$ cat config.mk
export PLATFORM = sky130hd
export DESIGN_NAME = hps_cordic
export DESIGN_NICKNAME = d
export VERILOG_FILES = /design/src/hdl/hps_pkg.sv /design/src/hdl/hps_cordic.sv
export SDC_FILE = /design/constraint.sdc
export NUM_CORES = 1
export LEC_CHECK = 0
export BUFFER_PORTS_ARGS = -buffer_cell sky130_fd_sc_hd__buf_2
export CAP_MARGIN = 20
export CORE_MARGIN = 2
export CORE_UTILIZATION = 35
export CTS_BUF_LIST = sky130_fd_sc_hd__clkbuf_4
export CTS_CLUSTER_DIAMETER = 200
export DETAILED_ROUTE_END_ITERATION = 10
export GPL_TIMING_DRIVEN = 0
export HOLD_SLACK_MARGIN = 0.06
export REMOVE_ABC_BUFFERS = 1
export SETUP_SLACK_MARGIN = 0.05
export SYNTH_ARGS = -nofsm -noshare
export SYNTH_HDL_FRONTEND = slang
export SYNTH_SLANG_ARGS = --single-unit
$ cat constraint.sdc
create_clock -name clock -period 11.8 [get_ports clock]
set_input_delay 1.77 -clock clock [delete_from_list [all_inputs] [get_ports clock]]
set_output_delay 1.77 -clock clock [all_outputs]
set_load 0.01 [all_outputs]
$ cat src/hdl/hps_pkg.sv
// Shared types, constants and tables for the head pose smoother.
// Depends on nothing; every other file imports it.
package hps_pkg;

   localparam int SMOOTH_W    = 16;
   localparam int CSR_IDX_W   = 8;
   localparam int MUL_W       = 35;
   localparam int PROD_W      = 2 * MUL_W;
   localparam int CORD_W      = 36;
   localparam int CORD_STEPS  = 30;
   localparam int ROOT_STEPS  = 32;
   localparam int DIV_STEPS   = 31;

   localparam logic [CSR_IDX_W-1:0] CSR_POS_SMOOTH = 8'd0;
   localparam logic [CSR_IDX_W-1:0] CSR_ROT_SMOOTH = 8'd1;

   localparam logic [SMOOTH_W-1:0]   SMOOTH_MAX      = 16'd64880;
   localparam logic [SMOOTH_W:0]     ONE_Q16         = 17'd65536;
   localparam logic signed [35:0]    LERP_LIMIT      = 36'sd1073204953;
   localparam logic signed [CORD_W-1:0] CORDIC_GAIN_INV = 36'sd652032874;
   localparam logic signed [31:0]    WEIGHT_MAX      = 32'sh7FFF_FFFF;
   localparam logic signed [31:0]    INT32_MAX       = 32'sh7FFF_FFFF;
   localparam logic signed [31:0]    INT32_MIN       = 32'sh8000_0000;
   localparam logic signed [34:0]    COMP_MAX        = 35'sd8589934591;
   localparam logic [63:0]           Q60_ONE         = 64'h1000_0000_0000_0000;

   typedef struct packed {
      logic signed [31:0] in_pos_x;
      logic signed [31:0] in_pos_y;
      logic signed [31:0] in_pos_z;
      logic signed [31:0] in_quat_w;
      logic signed [31:0] in_quat_x;
      logic signed [31:0] in_quat_y;
      logic signed [31:0] in_quat_z;
      logic               in_valid;
      logic [63:0]        in_stamp;
   } req_type;

   typedef struct packed {
      logic signed [31:0] out_pos_x;
      logic signed [31:0] out_pos_y;
      logic signed [31:0] out_pos_z;
      logic signed [31:0] out_quat_w;
      logic signed [31:0] out_quat_x;
      logic signed [31:0] out_quat_y;
      logic signed [31:0] out_quat_z;
      logic               out_valid;
      logic [63:0]        out_stamp;
   } rsp_type;

   typedef enum logic [4:0] {
      ST_IDLE,
      ST_POS_MUL,
      ST_POS_ACC,
      ST_QSEL,
      ST_DOT_MUL,
      ST_DOT_ACC,
      ST_DOT_FIX,
      ST_LERP_MUL,
      ST_LERP_ACC,
      ST_DSQ_MUL,
      ST_ROOT0_GO,
      ST_ROOT0_WAIT,
      ST_VEC_GO,
      ST_VEC_WAIT,
      ST_TH_MUL,
      ST_TH_ACC,
      ST_ROT_GO,
      ST_ROT_WAIT,
      ST_WDIV_GO,
      ST_WDIV_WAIT,
      ST_COMB_MUL,
      ST_COMB_ACC,
      ST_SQ_MUL,
      ST_SQ_ACC,
      ST_ROOT1_GO,
      ST_ROOT1_WAIT,
      ST_NDIV_GO,
      ST_NDIV_WAIT,
      ST_DONE
   } state_type;

   // atan(2^-i) in Q.30
   function automatic logic signed [CORD_W-1:0] atan_q30(input logic [4:0] i);
      case (i)
         5'd0:    return 36'sd843314857;
         5'd1:    return 36'sd497837829;
         5'd2:    return 36'sd263043837;
         5'd3:    return 36'sd133525159;
         5'd4:    return 36'sd67021687;
         5'd5:    return 36'sd33543516;
         5'd6:    return 36'sd16775851;
         5'd7:    return 36'sd8388437;
         5'd8:    return 36'sd4194283;
         5'd9:    return 36'sd2097149;
         5'd10:   return 36'sd1048576;
         5'd11:   return 36'sd524288;
         5'd12:   return 36'sd262144;
         5'd13:   return 36'sd131072;
         5'd14:   return 36'sd65536;
         5'd15:   return 36'sd32768;
         5'd16:   return 36'sd16384;
         5'd17:   return 36'sd8192;
         5'd18:   return 36'sd4096;
         5'd19:   return 36'sd2048;
         5'd20:   return 36'sd1024;
         5'd21:   return 36'sd512;
         5'd22:   return 36'sd256;
         5'd23:   return 36'sd128;
         5'd24:   return 36'sd64;
         5'd25:   return 36'sd32;
         5'd26:   return 36'sd16;
         5'd27:   return 36'sd8;
         5'd28:   return 36'sd4;
         5'd29:   return 36'sd2;
         default: return 36'sd0;
      endcase
   endfunction

endpackage

$ cat src/hdl/hps_cordic.sv
// Iterative CORDIC, one micro-rotation a cycle, vectoring or rotation mode.
// Depends on hps_pkg for widths and the arctangent table.
module hps_cordic (
   input  logic                               clock,
   input  logic                               reset,
   input  logic                               start,
   input  logic                               vectoring,
   input  logic signed [hps_pkg::CORD_W-1:0]  x0,
   input  logic signed [hps_pkg::CORD_W-1:0]  y0,
   input  logic signed [hps_pkg::CORD_W-1:0]  z0,
   output logic signed [hps_pkg::CORD_W-1:0]  x_ff,
   output logic signed [hps_pkg::CORD_W-1:0]  y_ff,
   output logic signed [hps_pkg::CORD_W-1:0]  z_ff,
   output logic                               done_ff
);
   import hps_pkg::*;

   logic                     busy_ff, busy_in;
   logic                     done_in;
   logic                     vec_ff, vec_in;
   logic [4:0]               step_ff, step_in;
   logic signed [CORD_W-1:0] x_in, y_in, z_in;
   logic signed [CORD_W-1:0] dx, dy, ang;
   logic                     dir;

   assign dx  = y_ff >>> step_ff;
   assign dy  = x_ff >>> step_ff;
   assign ang = atan_q30(step_ff);
   assign dir = vec_ff ? (y_ff >= 0) : (z_ff < 0);

   always_comb begin
      busy_in = busy_ff;
      done_in = 1'b0;
      vec_in  = vec_ff;
      step_in = step_ff;
      x_in    = x_ff;
      y_in    = y_ff;
      z_in    = z_ff;
      if (start) begin
         busy_in = 1'b1;
         vec_in  = vectoring;
         step_in = '0;
         x_in    = x0;
         y_in    = y0;
         z_in    = z0;
      end else if (busy_ff) begin
         x_in    = dir ? x_ff + dx : x_ff - dx;
         y_in    = dir ? y_ff - dy : y_ff + dy;
         z_in    = dir ? z_ff + ang : z_ff - ang;
         step_in = step_ff + 5'd1;
         if (step_ff == 5'(CORD_STEPS - 1)) begin
            busy_in = 1'b0;
            done_in = 1'b1;
         end
      end
   end

   always_ff @(posedge clock) begin
      if (reset) begin
         busy_ff <= 1'b0;
         done_ff <= 1'b0;
      end else begin
         busy_ff <= busy_in;
         done_ff <= done_in;
      end
      vec_ff  <= vec_in;
      step_ff <= step_in;
      x_ff    <= x_in;
      y_ff    <= y_in;
      z_ff    <= z_in;
   end

endmodule

== After elaboration in Yosys (flattened, before gate mapping) ==
Memory sizes are Yosys's and may differ from the RTL's. A register that Yosys moved wholly into a read port is not among the register bits.
Index checks and enable logic that the tools add are counted.

* Memories kept: 1
* Logic and storage cells: 39
* Input port bits: 112
* Output and inout bits: 109
* Register bits after elaboration: 116
* Bits in read-only memories: 960

* $add $sub $neg: 7
* Multiplexer cells: 16
* $lt $le $gt $ge: 2
* Reductions and logical operators: 2
* Bitwise gates (word level): 1
* Eq/ne operators: 1
* Shift operators: 2

{| class="wikitable"
|+ Memory list
! name !! depth !! width !! read ports !! clocked after memory_dff !! write ports !! RTL line !! text
|-
| (name not given) || 32 || 30 || 1 || 1 || 0 || hps_pkg.sv:85 || <nowiki>case (i)</nowiki>
|}

{| class="wikitable"
|+ Operators with widths
! cell !! number
|-
| $mux 36 || 9
|-
| $add 36x36->36 || 3
|-
| $sub 36x36->36 || 3
|-
| $sshr 36x5->36 || 2
|-
| $ge 36x1->1 const B || 1
|-
| $lt 36x1->1 const B || 1
|-
| $mux 5 || 2
|-
| $add 5x1->5 const B || 1
|-
| $eq 5x5->1 const B || 1
|-
| $mux 1 || 5
|-
| $reduce_or 3->1 || 1
|-
| $reduce_bool 2->1 || 1
|-
| $not 1->1 || 1
|}

== Logic depth before layout (Yosys ltp) ==
Gate-level depths: netlist (run 1).

* Depth after elaboration: 5
* Gate-level depth with buffers: 30
* Mapped depth without buffers: 24

== Worst setup path before layout (run 1) ==
Ideal clock, no wire load.

* Kind: register to register
* Start point: register step_ff[1]
* End point: register y_ff[35] (netlist bit), data pin
* Cell stages (with the launch flop): 31
* Library setup time: 0.267 ns
* Setup slack: 6.293 ns
* Arrival: 5.240 ns
* Period minus slack after synthesis: 5.507 ns
* Buffers on the path: 6
* Data required time: 11.533 ns
* Cells stage by stage: dfxtp_1 buf_6 buf_12 buf_12 buf_8 buf_6 buf_2 mux2_2 mux2i_1 o21ai_0 a211oi_1 nand2_1 inv_1 ha_1 and3_1 nand4_1 nor3_2 nand2b_1 o21ai_0 xor2_1 ha_1 a21oi_1 o21ai_0 nor4_1 nand3_1 a21oi_1 o21ai_0 a211oi_1 a21oi_1 xnor2_1 o21ai_1

* Cells in the longest elaborated chain, start to end: 5
* Elaborated cells between the ends (all ways): 6
* Classes of those cells: add/sub: 2; shift: 1; mux: 3

{| class="wikitable"
|+ Ends and longest elaborated chain
! item !! RTL line !! text
|-
| start: declaration || hps_cordic.sv:21 || <nowiki>logic [4:0] step_ff, step_in;</nowiki>
|-
| start signal: assignment || hps_cordic.sv:67 || <nowiki>step_ff <= step_in;</nowiki>
|-
| $sshr 36x5->36 * || hps_cordic.sv:27 || <nowiki>assign dy = x_ff >>> step_ff;</nowiki>
|-
| $add 36x36->36 or $sub 36x36->36 (tied branches) || hps_cordic.sv:48 || <nowiki>y_in = dir ? y_ff - dy : y_ff + dy;</nowiki>
|-
| $mux 36 * || hps_cordic.sv:48 ||
|-
| $mux 36 * || hps_cordic.sv:46 || <nowiki>end else if (busy_ff) begin</nowiki>
|-
| $mux 36 * || hps_cordic.sv:39 || <nowiki>if (start) begin</nowiki>
|-
| via y_in[35] || hps_cordic.sv:22 || <nowiki>logic signed [CORD_W-1:0] x_in, y_in, z_in;</nowiki>
|-
| end signal: assignment || hps_cordic.sv:69 || <nowiki>y_ff <= y_in;</nowiki>
|-
| end: declaration || hps_cordic.sv:12 || <nowiki>output logic signed [hps_pkg::CORD_W-1:0] y_ff,</nowiki>
|}

Mark *: on every way through the listed nets, which the timed path passes. The rest lies on a longest branch. The select of a mux whose other input is x is not followed.
A chain may end at the register's enable or synchronous reset.

== Worst setup path in the final report (run 1) ==
* Start point: register step_ff[4]
* End point: register y_ff[35] (netlist bit), data pin

The elaborated chain is that of the path after synthesis.

==> results of run 1 <==
==> cells in the final DEF (no fill, tap or decap), types with 11 or more instances in the layout <==
cell type  Yosys  layout
a211oi_1      22      22
a21o_1        59      59
a21oi_1      167     167
a22oi_1       14      14
a31oi_1       17      17
and2_1        16      16
and3_1        27      27
buf_2         11     220
clkbuf_4       2      17
dfxtp_1       37      32
edfxtp_1     109     109
ha_1         117     117
inv_1         53      52
mux2_2        41      41
mux2i_1       66      65
mux4_2        82      82
nand2_1      247     247
nand2b_1      30      30
nand3_1       50      50
nand4_1       16      16
nor2_1       152     152
nor2b_1       12      12
nor3_1        43      42
nor4_1        11      11
o211ai_1      18      18
o21a_1        12      12
o21ai_0      205     205
o21bai_1      22      22
o221ai_1      11      11
o22ai_1       16      16
o31ai_1       19      19
or2_2         20      19
or3_1         14      14
xnor2_1       90      90
xor2_1        95      95
==> synth_stat cells, types with 12 or more instances <==
cell type	instances
nand2_1	247
xnor2_1	90
o22ai_1	16
nand2b_1	30
or2_2	20
o21ai_0	205
edfxtp_1	109
mux4_2	82
a21o_1	59
o31ai_1	19
a21oi_1	167
nand4_1	16
nor2b_1	12
buf_6	18
a22oi_1	14
xor2_1	95
nor2_1	152
nand3_1	50
o21a_1	12
and2_1	16
dfxtp_1	37
inv_1	53
mux2_2	41
clkbuf_1	64
ha_1	117
a211oi_1	22
nor3_1	43
buf_4	19
or3_1	14
and3_1	27
o211ai_1	18
a31oi_1	17
o21bai_1	22
mux2i_1	66
==> critical path: stages, from the launching register on <==
cell and delay (ns):
dfxtp_4 1.01, inv_1 0.47, buf_16 0.30, nand2_1 0.57, o21ai_0 0.21, a211oi_1 0.61, and3_1 0.32, nand4_1 0.31
nor3_2 0.37, nand2b_1 0.21, o21ai_0 0.23, xor2_1 0.18, ha_1 0.29, a21oi_1 0.15, o21ai_0 0.18, nor4_1 0.33
nand3_1 0.24, a21oi_1 0.35, o21ai_0 0.19, a211oi_1 0.34, a21oi_1 0.14, xnor2_1 0.18, o21ai_1 0.07
==> per-layer routing <==
| metal | vias up | track usage, % | part of all wire (%) |
|---|---|---|---|
| li1 | 8692 | - | - |
| met5 | - | 0 | 0.080 |
| met2 | 640 | 43.0 | 49 |
| met1 | 9084 | 31.2 | 41 |
| met4 | 8 | 8.79 | 3.4 |
| met3 | 103 | 4.35 | 5.7 |
==> sequential cells by signal, indices dropped and copies added, names as in the netlist <==
signal / cells
done_ff: 1
z_ff: 36
ang: 30
x_ff: 36
vec_ff: 1
step_ff: 5
busy_ff: 1
y_ff: 36
==> worst paths after layout <==
kind | cells after the start | slack [ns] | endpoint
worst min register to register | 1 | 0.63 | done_ff$_SDFF_PP0_
worst min-delay path | 1 | 0.63 | done_ff$_SDFF_PP0_
worst max-delay path | 22 | 4.18 | y_ff[35]$_DFFE_PP_
worst max register to register | 22 | 4.18 | y_ff[35]$_DFFE_PP_
==> kinds of logic after synthesis <==
kind of cell,after synthesis,share of synthesized area (%)
compound gates,701,23.6
mux,202,17.0
simple gates,683,17.0
xor+xnor,185,8.41
buf+inv,184,5.28
flops,146,20.8
fa+ha+maj,120,7.91
==> through the flow <==
stage	instance area, um^2	worst slack, ns	hold WS [ns]	TNS, ns
2_1_floorplan	18500	2.81	0.554	0
3_3_place_gp	20400	-0.677	0.598	-4.33
3_5_place_dp	20900	4.41	0.613	0
4_1_cts	21200	4.33	0.637	0
5_1_grt	21200	3.66	0.664	0
6_report	21200	4.18	0.632	0
==> layout make-up <==
type	instances	area (um^2)
antenna	10	25.0
fill	5583	33500
clock buffer	17	128
inverter	54	203
timing repair buffer	238	1480
clock inverter	15	219
tap	704	881
sequential	146	4030
multi-input combinational	1891	14300
==> results.json, run 1 <==
{
  "run_status": "finished clean",
  "cts_max_path_buffers": 2,
  "cts.clk_slew.worst_paths_ns": 0.19,
  "min_from": "busy_ff$_SDFF_PP0_",
  "synth_edf_count": 109,
  "die_h_um": 239,
  "worst_pin_slew_ns": 1.05,
  "grt_usage_pct": 24.9,
  "drive_above_1_share_pct": 19.7,
  "critPathCaptureType": "register",
  "cts_root_buffer": "clkbuf_4",
  "fin_crit_ns": 7.62,
  "grt_pass1_wl_um": 108000,
  "vias_per_cell": 6.03,
  "arrival_ns": 8.15,
  "die_area_um2": 57000,
  "ys_ff_latch": 146,
  "syn2layout_area_growth_pct": 10.2,
  "maxSlewHeadroom_pct": 29.7,
  "cts_tree": "done",
  "postSynthCellCount": 2221,
  "cp-startpoint": "step_ff[4]$_SDFFE_PP0P_",
  "wl_um": 72300,
  "synth.area.top_cells": "edfxtp_1, mux4_2, ha_1",
  "grt_max_degree": 117,
  "syn_area_um2": 19300,
  "synth_area_per_cell_um2": 8.68,
  "utilization_pct": 38.8,
  "cap_viol_max_count": 0,
  "ant_nets": 0,
  "setup_viol": 0,
  "skew_ns": 0.0466,
  "portBuffers": 220,
  "path_class": "register to register",
  "grt_pass1_vias": 17807,
  "path_max_fanout": 76,
  "required_ns": 12.34,
  "cts.repair.resized": 0,
  "yosys_warnings": 0,
  "cts_hold_buf": 0,
  "antenna_found_initial": 6,
  "coreArea_um2": 54800,
  "htreeDepth": 4,
  "synth.distinct_cells": 109,
  "clock_latency_ns": 0.83,
  "synth_flop_cell": "edfxtp_1",
  "fmax_mhz": 131,
  "start_util_pct": 35.2,
  "yosysTopAreaCellShare_pct": 17.0,
  "clock_sinks": 146,
  "rsz0062_at_grt": "false",
  "post_drt_wl_per_cell_um": 23.5,
  "worst_setup_path_start_kind": "register",
  "numCtsBuffers": 17,
  "dr.first_iter.drc_count": 1468,
  "final_cells": 3075,
  "slew_violations": 0,
  "final_nets": 2580,
  "die_width_um": 239,
  "dr.pass1.iters": 8,
  "vias": 18527,
  "min_path_type": "register to register",
  "r2r_start": "step_ff[4]$_SDFFE_PP0P_",
  "gr-total-overflow": 0,
  "seq_area_frac_synth_pct": 20.8,
  "dp.cells": 3032,
  "synth_top_area_cell": "edfxtp_1",
  "rows": 86,
  "place_congestion": 0.949,
  "io_pins": 221,
  "dp_hpwl_um": 55100,
  "timing.final.crit_share_pct": 64.6,
  "synthArstFlopShare_pct": 0,
  "hold_viol_final": 0,
  "route.detailed.drc": 0,
  "post-cts-setup-buffer-count": 0
}
Power of run 1 is not shown: default switching activity piles up to over one toggle a cycle in this logic, so the estimate is an artifact.
==> run 2, diff against run 1 <==
==> constraint.sdc (replaced) <==
create_clock -name clock -period 7 [get_ports clock]
set_input_delay 1.05 -clock clock [delete_from_list [all_inputs] [get_ports clock]]
set_output_delay 1.05 -clock clock [all_outputs]
set_load 0.01 [all_outputs]
==> results.json, run 2 (synthesis results as in run 1) <==
{
  "seqCellArea_um2": 4030,
  "grt_pass1_wl_um": 109000,
  "min_path_type": "input port to register",
  "utilization_pct": 39.3,
  "cts.clk_slew.worst_paths_ns": 0.18,
  "hold_viol_final": 0,
  "syn2layout_area_growth_pct": 11.7,
  "clock_latency_ns": 0.79,
  "cts_max_path_buffers": 2,
  "final_cell_mix": "nand2_1, buf_2, o21ai_0, a21oi_1, nor2_1",
  "final_nets": 2591,
  "grt_max_degree": 117,
  "cts_tree": "done",
  "start_util_pct": 35.2,
  "timing.final.crit_share_pct": 94.1,
  "dp_hpwl_um": 55100,
  "rsz0062_at_grt": "false",
  "skew_ns": 0.0368,
  "critPathCaptureType": "register",
  "coreArea_um2": 54800,
  "setup_tns_ns": 0,
  "rows": 86,
  "die_area_um2": 57000,
  "multi_input_area_um2": 14400,
  "worst_pin_slew_ns": 0.942,
  "fin_crit_ns": 6.59,
  "arrival_ns": 7.12,
  "layout_commonest_cell": "nand2_1",
  "path_class": "register to register",
  "vias": 18729,
  "vias_per_cell": 6.08,
  "htreeDepth": 4,
  "drive_above_1_share_pct": 20.7,
  "path_max_fanout": 60,
  "io_pins": 221,
  "grt_pass1_vias": 17928,
  "fmax_mhz": 152,
  "ant_nets": 0,
  "reg.largest.list": "x_ff x36, y_ff x36, z_ff x36",
  "die_h_um": 239,
  "worst_setup_path_start_kind": "register",
  "required_ns": 7.53,
  "run_status": "finished clean",
  "grt_usage_pct": 25.2,
  "setup_viol": 0,
  "antenna_found_initial": 6,
  "gr-total-overflow": 0,
  "n_fill_cell": 5562,
  "clock_sinks": 146,
  "dr.first_iter.drc_count": 1589,
  "dr.pass1.iters": 7,
  "cap_viol_max_count": 0,
  "wl_um": 74000,
  "cts_root_buffer": "clkbuf_4",
  "maxSlewHeadroom_pct": 37.0,
  "numCtsBuffers": 17,
  "post_drt_wl_per_cell_um": 24.0,
  "route.detailed.drc": 0,
  "place_congestion": 0.949,
  "portBuffers": 220,
  "slew_violations": 0,
  "die_width_um": 239,
  "whs_ns": 0.449
}
run 2: cell type report:
class | instances | share of cell area (%)
clock buffer | 17 | 0.593
inverter | 54 | 0.971
multi-input combinational | 1891 | 66.7
clock inverter | 15 | 1.02
antenna | 6 | 0.0698
timing repair buffer | 249 | 7.77
tap | 704 | 4.09
sequential | 146 | 18.7
run 2: metrics by stage:
stage,cell area [um^2],instances,setup slack [ns]
2_1_floorplan,18500,2091,-1.99
3_3_place_gp,20400,3015,-5.48
3_5_place_dp,20900,3032,-0.390
4_1_cts,21300,3068,0.0192
5_1_grt,21500,3082,0.0793
6_report,21500,3082,0.410
run 2: worst paths after layout:
kind	start	end	slack, ns	depth (start not counted)
max	step_ff[1]$_SDFFE_PP0P_	x_ff[35]$_DFFE_PP_	0.41	21
min	reset	busy_ff$_SDFF_PP0_	0.45	2
max reg2reg	step_ff[1]$_SDFFE_PP0P_	x_ff[35]$_DFFE_PP_	0.41	21
min reg2reg	busy_ff$_SDFF_PP0_	done_ff$_SDFF_PP0_	0.64	1
run 2: repair_timing:
| item | CTS | global route |
|---|---|---|
| cloned | 0 | 1 |
| buffers inserted | 4 | 6 |
| hold buffers | 0 | 0 |
| pin swaps | 0 | 1 |
| resized for setup | 6 | 15 |
| setup endpoints to repair | 10 | 11 |
run 2: worst max-delay path, stage by stage (launching register included):
cell,delay [ns]
dfxtp_4,0.53
buf_16,0.32
mux4_2,0.61
a2bb2oi_2,0.28
a21oi_1,0.22
a211oi_2,0.42
ha_1,0.27
nand3_1,0.15
or3_4,0.43
nor2_1,0.15
nor2_1,0.07
xnor2_1,0.38
ha_1,0.38
a21o_1,0.22
nor4b_1,0.31
a31oi_2,0.24
a21oi_4,0.28
o311ai_1,0.15
a211o_1,0.30
a31oi_1,0.22
xnor2_1,0.10
mux2_2,0.26
run 2: per-layer routing:
| layer | part of all wire, % | track usage, % | wire length, um |
|---|---|---|---|
| met1 | 41 | 31.4 | 30400 |
| met3 | 6.2 | 4.79 | 4590 |
| met2 | 49 | 43.6 | 36400 |
| met5 | 0.074 | 0 | 55 |
| met4 | 3.5 | 8.54 | 2590 |
Power of run 2 is left out for the same reason.
==> run 3, diff against run 2 <==
--- a/config.mk
+++ b/config.mk
@@ -8,12 +8,13 @@
 export BUFFER_PORTS_ARGS = -buffer_cell sky130_fd_sc_hd__buf_2
 export CAP_MARGIN = 20
 export CORE_MARGIN = 2
-export CORE_UTILIZATION = 35
+export CORE_UTILIZATION = 56
 export CTS_BUF_LIST = sky130_fd_sc_hd__clkbuf_4
 export CTS_CLUSTER_DIAMETER = 200
 export DETAILED_ROUTE_END_ITERATION = 10
 export GPL_TIMING_DRIVEN = 0
 export HOLD_SLACK_MARGIN = 0.06
+export PLACE_DENSITY = 0.8
 export REMOVE_ABC_BUFFERS = 1
 export SETUP_SLACK_MARGIN = 0.05
 export SYNTH_ARGS = -nofsm -noshare
==> results.json, run 3 (synthesis results as in run 1) <==
{
  "run_status": "finished clean",
  "grt_pass1_wl_um": 101000,
  "dr.pass1.iters": 6,
  "path_cells": "buf_16, nor2b_1, a211oi_1, a2111oi_2, nand4b_1, nor3_2, nand2b_1, o21ai_0, xor2_1, ha_1, a21oi_1, o21ai_0, nor4_1, nand3_1, a21oi_2, o21ai_0, a211oi_2, a21oi_1, xnor2_1, o21ai_1",
  "worst_setup_path_start_kind": "register",
  "htreeDepth": 4,
  "min_path_type": "input port to register",
  "path_class": "register to register",
  "cts_tree": "done",
  "dr.first_iter.drc_count": 2173,
  "vias": 19257,
  "setup_tns_ns": 0,
  "fmax_mhz": 150,
  "layout_commonest_cell": "nand2_1",
  "grt_pass1_vias": 17982,
  "route.detailed.drc": 0,
  "crit_top_cell": "o21ai_0",
  "syn2layout_area_growth_pct": 9.81,
  "r2r_start": "step_ff[2]$_SDFFE_PP0P_",
  "min_from": "reset",
  "slew_violations": 0,
  "antenna_found_initial": 6,
  "cts_max_path_buffers": 2,
  "setup_viol": 0,
  "final_cell_mix": "nand2_1, buf_2, o21ai_0, a21oi_1, nor2_1",
  "placed_area_um2": 20500,
  "cap_viol_max_count": 0,
  "path_max_fanout": 39,
  "cts_root_buffer": "clkbuf_4",
  "maxSlewHeadroom_pct": 19.2,
  "gr-total-overflow": 0,
  "fin_crit_ns": 6.68,
  "critPathCaptureType": "register",
  "rsz0062_at_grt": "false",
  "rows": 67,
  "required_ns": 7.43,
  "timing.final.crit_share_pct": 95.4,
  "whs_ns": 0.562,
  "critPathTopFamily": "compound AO/OA/AOI/OAI gates",
  "grt_usage_pct": 35.9,
  "die_width_um": 190,
  "io_pins": 221,
  "critPathMaxStageDelay_ns": 0.80,
  "critPathBufInv": 1,
  "slowest_stage": "a2111oi_2",
  "arrival_ns": 7.11,
  "final_cell_area_um2": 21200,
  "die_h_um": 190,
  "clock_sinks": 146,
  "ant_nets": 0,
  "final_cells": 2832,
  "clock_latency_ns": 0.67,
  "worst_pin_slew_ns": 1.21,
  "final_nets": 2602,
  "wl_um": 67000,
  "drive_above_1_share_pct": 21.1,
  "coreArea_um2": 33700,
  "hold_viol_final": 0,
  "grt_max_degree": 159,
  "skew_ns": 0.0258,
  "numCtsBuffers": 17,
  "vias_per_cell": 6.80,
  "post_drt_wl_per_cell_um": 23.6,
  "portBuffers": 220,
  "place_congestion": 0.992,
  "dp.cells": 2771,
  "dp_hpwl_um": 48700,
  "cp-startpoint": "step_ff[2]$_SDFFE_PP0P_",
  "die_area_um2": 35900,
  "reg.largest.list": "x_ff x36, y_ff x36, z_ff x36",
  "start_util_pct": 57.2,
  "cts.clk_slew.worst_paths_ns": 0.17
}
run 3: changes by cell type in the layout (fill, tap and decap cells not counted), sizes merged:
cell | previous run | this run
inv | 60 | 59
clkinvlp | 2 | 5
diode | 6 | 1
clkbuf | 18 | 19
bufinv | 4 | 2
clkinv | 3 | 4
buf | 248 | 257
run 3: layout make-up:
cell class | count | area, um^2
Sequential cell | 146 | 4030
Timing Repair inverter | 1 | 5.00
Inverter | 54 | 214
Clock buffer | 17 | 128
Clock inverter | 15 | 190
Tap cell | 448 | 561
Antenna cell | 1 | 2.50
Multi-Input combinational cell | 1891 | 14300
Fill cell | 2902 | 12500
Timing Repair Buffer | 259 | 1690
run 3: worst paths after layout:
path / end / slack, ns / cells after the start
max reg2reg: y_ff[35]$_DFFE_PP_ / 0.32 / 20
min: busy_ff$_SDFF_PP0_ / 0.56 / 2
min reg2reg: done_ff$_SDFF_PP0_ / 0.63 / 1
max: y_ff[35]$_DFFE_PP_ / 0.32 / 20
run 3: metrics by stage:
step / worst slack (ns) / util, %
detailed placement: -0.554 / 60.7
global route: 0.0250 / 62.8
finish: 0.320 / 62.8
CTS: 0.0544 / 61.9
floorplan: -1.99 / -
global placement: -5.11 / 59.7
run 3: layer usage:
layer  part of all wire (%)  track usage, %
met1                     39            46.0
met2                     46            59.5
met3                    9.9            6.90
met4                    4.3            15.0
met5                   0.10               0
run 3: repair_timing:
item / CTS / global route
buffers inserted: 3 / 21
pin swaps: 0 / 1
endpoints found under the setup margin: 10 / 13
cloned: 0 / 3
hold buffers: 0 / 0
gates resized for setup: 6 / 15
Power of run 3 is left out for the same reason.
